**config.mk**
```make
export PLATFORM = sky130hd
export DESIGN_NAME = moving_average_filter
export DESIGN_NICKNAME = d
export VERILOG_FILES = /design/src/hdl/mavg_pkg.sv /design/src/hdl/mavg_fifo.sv /design/src/hdl/mavg_front.sv /design/src/hdl/mavg_div.sv /design/src/hdl/moving_average_filter.sv
export VERILOG_INCLUDE_DIRS = /design/src /design/src/hdl
export SDC_FILE = /design/constraint.sdc
export NUM_CORES = 2
export LEC_CHECK = 0
export BUFFER_PORTS_ARGS = -buffer_cell sky130_fd_sc_hd__buf_2
export CORE_ASPECT_RATIO = 1.1
export CORE_MARGIN = 10
export CORE_UTILIZATION = 46
export DETAILED_ROUTE_END_ITERATION = 6
export PLACE_DENSITY = 0.66
export SLEW_MARGIN = 20
export SYNTH_ARGS = -nofsm -noshare
export SYNTH_HDL_FRONTEND = slang
export SYNTH_SLANG_ARGS = --single-unit
```
**constraint.sdc**
```tcl
create_clock -name clk -period 7.69 [get_ports clk]
set_clock_uncertainty 0.05 [all_clocks]
set_input_delay 1.1535 -clock clk [delete_from_list [all_inputs] [get_ports clk]]
set_output_delay 1.1535 -clock clk [all_outputs]
set_load 0.1 [all_outputs]
```
**src/hdl/moving_average_filter_defines.svh**
```systemverilog
// ----------------------------------------------------------------------------
// moving_average_filter_defines
// Assertion macros for the moving average filter.
// ----------------------------------------------------------------------------
`ifndef MOVING_AVERAGE_FILTER_DEFINES_SVH
`define MOVING_AVERAGE_FILTER_DEFINES_SVH

`ifndef NO_ASSERTIONS
`define MAF_ASSERT(label, clk, rst, prop, msg) \
  label: assert property (@(posedge clk) disable iff (rst) prop) else $error(msg);
`define MAF_NEVER(label, clk, rst, cond, msg) \
  label: assert property (@(posedge clk) disable iff (rst) !(cond)) else $error(msg);
`else
`define MAF_ASSERT(label, clk, rst, prop, msg)
`define MAF_NEVER(label, clk, rst, cond, msg)
`endif

`endif

```
**src/hdl/mavg_pkg.sv**
```systemverilog
// ----------------------------------------------------------------------------
// mavg_pkg
// Shared widths, register indexes and state types of the moving average filter.
// ----------------------------------------------------------------------------
`default_nettype none

package mavg_pkg;

  localparam int SAMPLE_W   = 16;
  localparam int CFG_LEN_W  = 7;
  localparam int CFG_IDX_W  = 2;
  localparam int CFG_DATA_W = 16;

  localparam logic [CFG_IDX_W-1:0] REG_WINDOW_LENGTH = 2'd0;
  localparam logic [CFG_IDX_W-1:0] REG_INIT_VALUE    = 2'd1;

  localparam logic [CFG_LEN_W-1:0]       RESET_WINDOW_LENGTH = 7'd8;
  localparam logic signed [SAMPLE_W-1:0] RESET_INIT_VALUE    = 16'sd0;

  typedef enum logic [1:0] {
    F_IDLE = 2'b01,
    F_UPD  = 2'b10
  } front_state_t;

  typedef enum logic [2:0] {
    B_IDLE = 3'b001,
    B_RUN  = 3'b010,
    B_DONE = 3'b100
  } back_state_t;

endpackage

`default_nettype wire

```
**src/hdl/mavg_fifo.sv**
```systemverilog
// ----------------------------------------------------------------------------
// mavg_fifo
// Two-entry queue of window sums between the front and the divider.
// ----------------------------------------------------------------------------
`default_nettype none

module mavg_fifo #(
  parameter int WIDTH = 22
) (
  input  logic             clk,
  input  logic             rst,
  input  logic             push,
  input  logic [WIDTH-1:0] push_data,
  output logic             full,
  input  logic             pop,
  output logic [WIDTH-1:0] pop_data,
  output logic             empty
);

  logic [WIDTH-1:0] mem [2];
  logic             wr_ptr;
  logic             rd_ptr;
  logic [1:0]       count;

  assign full     = count == 2'd2;
  assign empty    = count == 2'd0;
  assign pop_data = mem[rd_ptr];

  always_ff @(posedge clk) begin
    if (push) begin
      mem[wr_ptr] <= push_data;
    end
  end

  always_ff @(posedge clk) begin
    if (rst) begin
      wr_ptr <= 1'b0;
      rd_ptr <= 1'b0;
      count  <= 2'd0;
    end else begin
      if (push) begin
        wr_ptr <= ~wr_ptr;
      end
      if (pop) begin
        rd_ptr <= ~rd_ptr;
      end
      case ({push, pop})
        2'b10:   count <= count + 2'd1;
        2'b01:   count <= count - 2'd1;
        default: count <= count;
      endcase
    end
  end

endmodule

`default_nettype wire

```
**src/hdl/mavg_front.sv**
```systemverilog
// ----------------------------------------------------------------------------
// mavg_front
// Configuration registers, sample ring and running window sum.
// ----------------------------------------------------------------------------
`default_nettype none

module mavg_front #(
  parameter int MAX_WINDOW = 64,
  parameter int LEN_W      = $clog2(MAX_WINDOW + 1),
  parameter int SUM_W      = mavg_pkg::SAMPLE_W + $clog2(MAX_WINDOW)
) (
  input  logic                              clk,
  input  logic                              rst,
  input  logic                              cfg_we,
  input  logic [mavg_pkg::CFG_IDX_W-1:0]    cfg_index,
  input  logic [mavg_pkg::CFG_DATA_W-1:0]   cfg_data,
  input  logic                              s_tvalid,
  output logic                              s_tready,
  input  logic [mavg_pkg::SAMPLE_W-1:0]     s_tdata,
  output logic [LEN_W-1:0]                  eff_len,
  output logic                              push,
  output logic [SUM_W-1:0]                  push_data,
  input  logic                              q_full
);

  import mavg_pkg::*;

  localparam int SLOT_W = $clog2(MAX_WINDOW);

  logic [CFG_LEN_W-1:0]       window_length;
  logic signed [SAMPLE_W-1:0] init_value;
  logic                       refill;
  logic [SLOT_W-1:0]          slot;
  logic                       wrapped;
  logic signed [SUM_W-1:0]    sum;
  logic signed [SUM_W-1:0]    sum_next;
  logic signed [SAMPLE_W-1:0] sample_hold;
  logic signed [SAMPLE_W-1:0] rd_data;
  logic signed [SAMPLE_W-1:0] old_sample;
  logic [SAMPLE_W-1:0]        ring [MAX_WINDOW];
  front_state_t               state;
  logic [31:0]                len_wide;
  logic [LEN_W-1:0]           slot_inc;
  logic                       last_slot;
  logic                       accept;
  logic                       cfg_hit;
  logic signed [SAMPLE_W+LEN_W:0] refill_prod;

  always_comb begin
    if (window_length == '0) begin
      len_wide = 32'd1;
    end else if (32'(window_length) > MAX_WINDOW) begin
      len_wide = 32'(MAX_WINDOW);
    end else begin
      len_wide = 32'(window_length);
    end
  end

  assign eff_len     = len_wide[LEN_W-1:0];
  assign refill_prod = $signed({1'b0, eff_len}) * init_value;
  assign s_tready    = (state == F_IDLE) && !refill;
  assign accept      = s_tvalid && s_tready;
  assign cfg_hit     = cfg_we && ((cfg_index == REG_WINDOW_LENGTH) ||
                                  (cfg_index == REG_INIT_VALUE));
  assign old_sample  = wrapped ? rd_data : init_value;
  assign sum_next    = sum + SUM_W'(sample_hold) - SUM_W'(old_sample);
  assign push        = (state == F_UPD) && !q_full;
  assign push_data   = sum_next;
  assign slot_inc    = LEN_W'(slot) + 1'b1;
  assign last_slot   = slot_inc == eff_len;

  always_ff @(posedge clk) begin
    if (accept) begin
      rd_data     <= ring[slot];
      sample_hold <= s_tdata;
    end
    if (push) begin
      ring[slot] <= sample_hold;
    end
  end

  always_ff @(posedge clk) begin
    if (rst) begin
      window_length <= RESET_WINDOW_LENGTH;
      init_value    <= RESET_INIT_VALUE;
      refill        <= 1'b1;
      slot          <= '0;
      wrapped       <= 1'b0;
      sum           <= '0;
      state         <= F_IDLE;
    end else begin
      if (cfg_hit) begin
        if (cfg_index == REG_WINDOW_LENGTH) begin
          window_length <= cfg_data[CFG_LEN_W-1:0];
        end else begin
          init_value <= cfg_data;
        end
        refill  <= 1'b1;
        slot    <= '0;
        wrapped <= 1'b0;
      end else if (refill) begin
        sum    <= SUM_W'(refill_prod);
        refill <= 1'b0;
      end
      case (state)
        F_IDLE: begin
          if (accept) begin
            state <= F_UPD;
          end
        end
        F_UPD: begin
          if (push) begin
            sum   <= sum_next;
            state <= F_IDLE;
            if (last_slot) begin
              slot    <= '0;
              wrapped <= 1'b1;
            end else begin
              slot <= slot + 1'b1;
            end
          end
        end
        default: state <= F_IDLE;
      endcase
    end
  end

endmodule

`default_nettype wire

```
**src/hdl/mavg_div.sv**
```systemverilog
// ----------------------------------------------------------------------------
// mavg_div
// Bit-serial signed divide of the window sum by the window length.
// ----------------------------------------------------------------------------
`default_nettype none

module mavg_div #(
  parameter int LEN_W = 7,
  parameter int SUM_W = 22
) (
  input  logic                          clk,
  input  logic                          rst,
  input  logic [LEN_W-1:0]              eff_len,
  input  logic                          q_empty,
  input  logic [SUM_W-1:0]              q_data,
  output logic                          pop,
  output logic                          m_tvalid,
  input  logic                          m_tready,
  output logic [mavg_pkg::SAMPLE_W-1:0] m_tdata
);

  import mavg_pkg::*;

  localparam int CNT_W = $clog2(SUM_W);

  back_state_t          state;
  logic [SUM_W-1:0]     dividend;
  logic [LEN_W-1:0]     rem;
  logic [CNT_W-1:0]     count;
  logic                 neg;
  logic [LEN_W:0]       trial;
  logic                 qbit;
  logic                 load;
  logic [SAMPLE_W-1:0]  quot;

  assign pop   = (state == B_IDLE) && !q_empty;
  assign trial = {rem, dividend[SUM_W-1]};
  assign qbit  = trial >= {1'b0, eff_len};
  assign load  = (state == B_DONE) && (!m_tvalid || m_tready);
  assign quot  = dividend[SAMPLE_W-1:0];

  always_ff @(posedge clk) begin
    case (state)
      B_IDLE: begin
        if (pop) begin
          neg      <= q_data[SUM_W-1];
          dividend <= q_data[SUM_W-1] ? (~q_data + 1'b1) : q_data;
          rem      <= '0;
          count    <= CNT_W'(SUM_W - 1);
        end
      end
      B_RUN: begin
        rem      <= qbit ? LEN_W'(trial - {1'b0, eff_len}) : trial[LEN_W-1:0];
        dividend <= {dividend[SUM_W-2:0], qbit};
        count    <= count - 1'b1;
      end
      default: begin
      end
    endcase
    if (load) begin
      m_tdata <= neg ? (~quot + 1'b1) : quot;
    end
  end

  always_ff @(posedge clk) begin
    if (rst) begin
      state    <= B_IDLE;
      m_tvalid <= 1'b0;
    end else begin
      if (load) begin
        m_tvalid <= 1'b1;
      end else if (m_tready) begin
        m_tvalid <= 1'b0;
      end
      case (state)
        B_IDLE: begin
          if (pop) begin
            state <= B_RUN;
          end
        end
        B_RUN: begin
          if (count == '0) begin
            state <= B_DONE;
          end
        end
        B_DONE: begin
          if (load) begin
            state <= B_IDLE;
          end
        end
        default: state <= B_IDLE;
      endcase
    end
  end

endmodule

`default_nettype wire

```
**src/hdl/moving_average_filter.sv**
```systemverilog
// ----------------------------------------------------------------------------
// moving_average_filter
// Boxcar moving average of signed 16-bit samples, mean truncated toward zero.
//
//   channel   dir  beat content (lsb up)
//   s_axis    in   s_tdata: sample[15:0]
//   m_axis    out  m_tdata: average[15:0]
//   cfg       in   cfg_index 0 window_length[6:0], 1 init_value[15:0]
//
// Front: ring read, then sum update and ring write; the update waits while
// the queue is full, and no new sample is taken until it is done.
// Divider: one quotient bit per cycle; it takes one sum at a time and sets
// the sustained sample rate. After reset and after each write to index 0 or
// 1 the window refills, with s_tready low. A two-entry queue lets the front
// run ahead of a stalled output.
// ----------------------------------------------------------------------------
`default_nettype none

`include "moving_average_filter_defines.svh"

module moving_average_filter #(
  parameter int MAX_WINDOW = 64
) (
  input  logic                            clk,
  input  logic                            rst,
  input  logic                            s_tvalid,
  output logic                            s_tready,
  input  logic [mavg_pkg::SAMPLE_W-1:0]   s_tdata,   // sample
  output logic                            m_tvalid,
  input  logic                            m_tready,
  output logic [mavg_pkg::SAMPLE_W-1:0]   m_tdata,   // average
  input  logic                            cfg_we,
  input  logic [mavg_pkg::CFG_IDX_W-1:0]  cfg_index,
  input  logic [mavg_pkg::CFG_DATA_W-1:0] cfg_data
);

  import mavg_pkg::*;

  localparam int LEN_W = $clog2(MAX_WINDOW + 1);
  localparam int SUM_W = SAMPLE_W + $clog2(MAX_WINDOW);

  logic [LEN_W-1:0] eff_len;
  logic             push;
  logic [SUM_W-1:0] push_data;
  logic             q_full;
  logic             q_empty;
  logic             pop;
  logic [SUM_W-1:0] pop_data;

  mavg_front #(
    .MAX_WINDOW (MAX_WINDOW),
    .LEN_W      (LEN_W),
    .SUM_W      (SUM_W)
  ) u_front (
    .clk       (clk),
    .rst       (rst),
    .cfg_we    (cfg_we),
    .cfg_index (cfg_index),
    .cfg_data  (cfg_data),
    .s_tvalid  (s_tvalid),
    .s_tready  (s_tready),
    .s_tdata   (s_tdata),
    .eff_len   (eff_len),
    .push      (push),
    .push_data (push_data),
    .q_full    (q_full)
  );

  mavg_fifo #(
    .WIDTH (SUM_W)
  ) u_fifo (
    .clk       (clk),
    .rst       (rst),
    .push      (push),
    .push_data (push_data),
    .full      (q_full),
    .pop       (pop),
    .pop_data  (pop_data),
    .empty     (q_empty)
  );

  mavg_div #(
    .LEN_W (LEN_W),
    .SUM_W (SUM_W)
  ) u_div (
    .clk      (clk),
    .rst      (rst),
    .eff_len  (eff_len),
    .q_empty  (q_empty),
    .q_data   (pop_data),
    .pop      (pop),
    .m_tvalid (m_tvalid),
    .m_tready (m_tready),
    .m_tdata  (m_tdata)
  );

  `MAF_NEVER(a_no_push_full, clk, rst, push && q_full, "push into full queue")
  `MAF_NEVER(a_no_pop_empty, clk, rst, pop && q_empty, "pop from empty queue")
  `MAF_ASSERT(a_front_busy, clk, rst, (s_tvalid && s_tready) |=> !s_tready, "front took two beats")

endmodule

`default_nettype wire

```
==> impl_metrics.py <==
metrics = {
    "outcome": {
        "status": "finished, violations left",
        "failed_checks": "design-rule violations",
    },
    "critical_path": {
        "worstRegToRegCells": 17,
        "crit_arrival_ps": 6570,
        "cpLargestDelayFamily": "adder cells",
        "cp-start-kind": "register",
        "required_ps": 8300,
        "path_buf_inv": 2,
        "timing.rr.end": "u_front.sum[20]$_SDFF_PP0_",
        "cp_max_fo": 24,
        "r2r_slack_ps": 1730,
        "crit_path_end": "u_front.sum[20]$_SDFF_PP0_",
        "path_cells": "nor2b_1, and2_1, fa_1, fa_1, fa_1, inv_1, fa_1, inv_1, ha_1, a21o_1, a31o_2, a211oi_1, o211ai_1, a211oi_1, nand4_1, o2111ai_1, o221a_2",
        "r2r_start": "u_front.window_length[6]$_SDFFE_PP0P_",
        "path_common_cell": "fa_1",
        "end_kind": "register",
        "crit_slowest_cell": "nor2b_1",
        "cp_num_cells": 17,
        "startpoint": "u_front.window_length[6]$_SDFFE_PP0P_",
        "path_class": "register to register",
        "cpPeakStageDelay_ps": 750,
    },
    "timing": {
        "slew_viol_final": 0,
        "worst_slack_ps": 1730,
        "worst_slew_pin_slew_ps": 1270,
        "fmax_ghz": 0.168,
        "setup_violations": 0,
        "slew_headroom_pct": 14.7,
        "hold_viol": 0,
        "finalCriticalPeriod_ps": 5960,
        "rsz0062_at_grt": "no",
        "finalCritPeriodShare_pct": 77.5,
        "setup_tns_ps": 0,
    },
    "power": {
        "powerDensity_mw_per_mm2": 240,
        "total_leakage_power_nw": 19.1,
        "finalPower_w": 0.0137,
        "vdd_drop_max_mv": 0.168,
    },
    "yosys": {
        "synth_top_cell_area_share_pct": 67.9,
        "synthTopCellsByArea": "edfxtp_1, a22oi_1, fa_1",
        "synth_edf_count": 1151,
        "synth_area_sq_mm": 0.0509,
        "synthArstFlopShare_pct": 0,
        "ys.flop_type": "edfxtp_1",
        "yosys_warnings": 0,
        "netlist.top_cell.by_area": "edfxtp_1",
        "synth_cell_types": 72,
        "yosysSeqAreaShare_pct": 70.5,
        "syn-num-nets": 3610,
        "synthTopCellsByCount": "edfxtp_1, a22oi_1, inv_1",
        "yosys.cell_count.top_type": "edfxtp_1",
        "synthCells": 3389,
        "avgSynthCellArea_sq_um": 15.0,
        "ys_ff_latch": 1215,
    },
    "detailed_routing": {
        "drc_errors": 1,
        "via_per_inst": 6.06,
        "num_vias": 30400,
        "drt_iter0_drc": 3295,
        "postRouteWirelength_mm": 132,
        "dr.pass1.iters": 7,
        "drtAntennaViolNets": 0,
        "wire_per_inst_um": 26.2,
    },
    "die": {
        "start_util_pct": 46.5,
        "core_area_sq_mm": 0.109,
        "die_y_um": 369,
        "rows": 127,
        "die_w_um": 337,
        "dieArea_sq_mm": 0.124,
        "num_io_pins": 57,
    },
    "grt": {
        "antenna_found_initial": 2,
        "overflow": 0,
        "grt_pass1_wl_mm": 196,
        "grt_pass1_vias": 30000,
        "grt_max_degree": 84,
        "grt_usage_pct": 20.9,
    },
    "place": {
        "place_congestion": 0.845,
        "dp_slack_ps": 1750,
        "place_hpwl_mm": 76.7,
        "port_buffers": 56,
        "dpl_cell_area_sq_mm": 0.0533,
    },
    "clocking": {
        "cts_num_sinks": 1215,
        "clk_pin_slew_worst_paths_ps": 70,
        "cts.path.max_buffers": 3,
        "clk_latency_ps": 710,
        "cts_made_buffers": 117,
        "cts_tree": "built",
        "hold_buffers": 0,
        "htree_levels": 3,
        "root_buffer": "clkbuf_16",
        "ctsResizeCount": 0,
        "post_cts_buffers": 0,
    },
    "run": {
        "drv_cap": 0,
    },
    "finish": {
        "antenna_cells": 0,
        "design_area_sq_mm": 0.0571,
        "final_util_pct": 52.1,
        "drive_above_1_share_pct": 11.0,
        "nNetsFinal": 3722,
        "syn_to_final_growth_pct": 12.2,
    },
    "hold_path": {
        "hold_path_class": "register to register",
    },
}
## sequential cells by signal, indices dropped and copies added, names as in the netlist, named ones only
name	count
u_front.slot	6
u_front.sample_hold	16
u_front.rd_data	16
u_div.state	3
u_fifo.count	2
u_div.rem	7
u_front.window_length	7
u_div.m_tvalid	1
u_div.m_tdata	16
u_front.sum	22
u_front.state	2
u_fifo.rd_ptr	1
u_front.refill	1
u_div.neg	1
u_fifo.mem	44
u_fifo.wr_ptr	1
u_div.count	5
u_front.init_value	16
u_front.wrapped	1
u_front.ring	1024
u_div.dividend	22
## cells in the final DEF, fill, tap and decap left out, drive strengths merged, types with 12 or more instances in the layout
cell	synthesis	layout
mux2i	21	21
o21ai	84	84
nor3	20	20
nand3	27	27
nand4	19	19
a21o	19	19
mux2	16	16
ha	79	79
and2	93	93
dfxtp	64	64
nand2	153	153
nor2b	17	17
a31oi	121	121
clkinv	1	51
nand2b	16	16
clkbuf	145	149
a221oi	114	114
fa	103	103
nor2	149	149
a22o	114	114
inv	212	216
a21oi	86	86
buf	45	183
edfxtp	1151	1151
o31ai	12	12
xnor2	58	58
nor4	28	28
a22oi	285	285
xor2	29	29
## report_power, final
part / switching, W / total [W] / internal (W)
clock network: 0.00244 / 0.00560 / 0.00316
registers: 0.0000785 / 0.00742 / 0.00735
logic: 0.000438 / 0.000686 / 0.000248
## layer usage
| metal | vias up | track usage [%] | wire length, um |
|---|---|---|---|
| met3 | 211 | 3.08 | 10200 |
| met4 | 2 | 7.21 | 4110 |
| met5 | - | 0 | 13 |
| met1 | 15500 | 27.6 | 52400 |
| li1 | 13300 | - | - |
| met2 | 1308 | 35.0 | 64900 |
## worst min-delay path, delay by kind of cell, from the launching register on
kind | cells | cell delay (ps)
simple gates | 1 | 50
flops | 1 | 310
compound gates | 1 | 80
## worst min-delay path by stage
stage | start | end | slack (ps) | depth (start not counted)
global placement | u_front.sum[0]$_SDFF_PP0_ | u_front.sum[0]$_SDFF_PP0_ | 420 | 2
detailed placement | u_front.window_length[0]$_SDFFE_PP0P_ | u_front.window_length[0]$_SDFFE_PP0P_ | 430 | 2
global route | u_front.sum[0]$_SDFF_PP0_ | u_front.sum[0]$_SDFF_PP0_ | 460 | 2
floorplan | u_front.window_length[0]$_SDFFE_PP0P_ | u_front.window_length[0]$_SDFFE_PP0P_ | 400 | 2
CTS | u_front.window_length[0]$_SDFFE_PP0P_ | u_front.window_length[0]$_SDFFE_PP0P_ | 440 | 2
finish | u_front.sum[9]$_SDFF_PP0_ | u_front.sum[9]$_SDFF_PP0_ | 440 | 2
## final cells by class
| class | count | area [sq um] |
|---|---|---|
| fill | 8855 | 52400 |
| sequential | 1215 | 35800 |
| multi-input combinational | 1771 | 13600 |
| clock buffer | 149 | 3150 |
| tap | 1419 | 1780 |
| timing repair buffer | 183 | 1320 |
| inverter | 213 | 800 |
| clock inverter | 67 | 604 |
## metrics by stage
stage               instances  hold slack [ps]
floorplan                3389              403
global placement         4801              422
detailed placement       4801              431
CTS                      5017              438
global route             5017              464
finish                   5017              438
## kinds of logic (layout without fill, tap and decap cells)
group           count (synthesis)  in the layout  share of synthesized area, %
fa+ha+maj                     182            182                          6.00
flops                        1215           1215                          70.5
mux                            37             37                         0.767
buf+inv                       403            612                          2.99
compound gates                900            900                          12.8
xor+xnor                       87             87                          1.50
simple gates                  565            565                          5.46
Power figures use the tool's default switching activity.
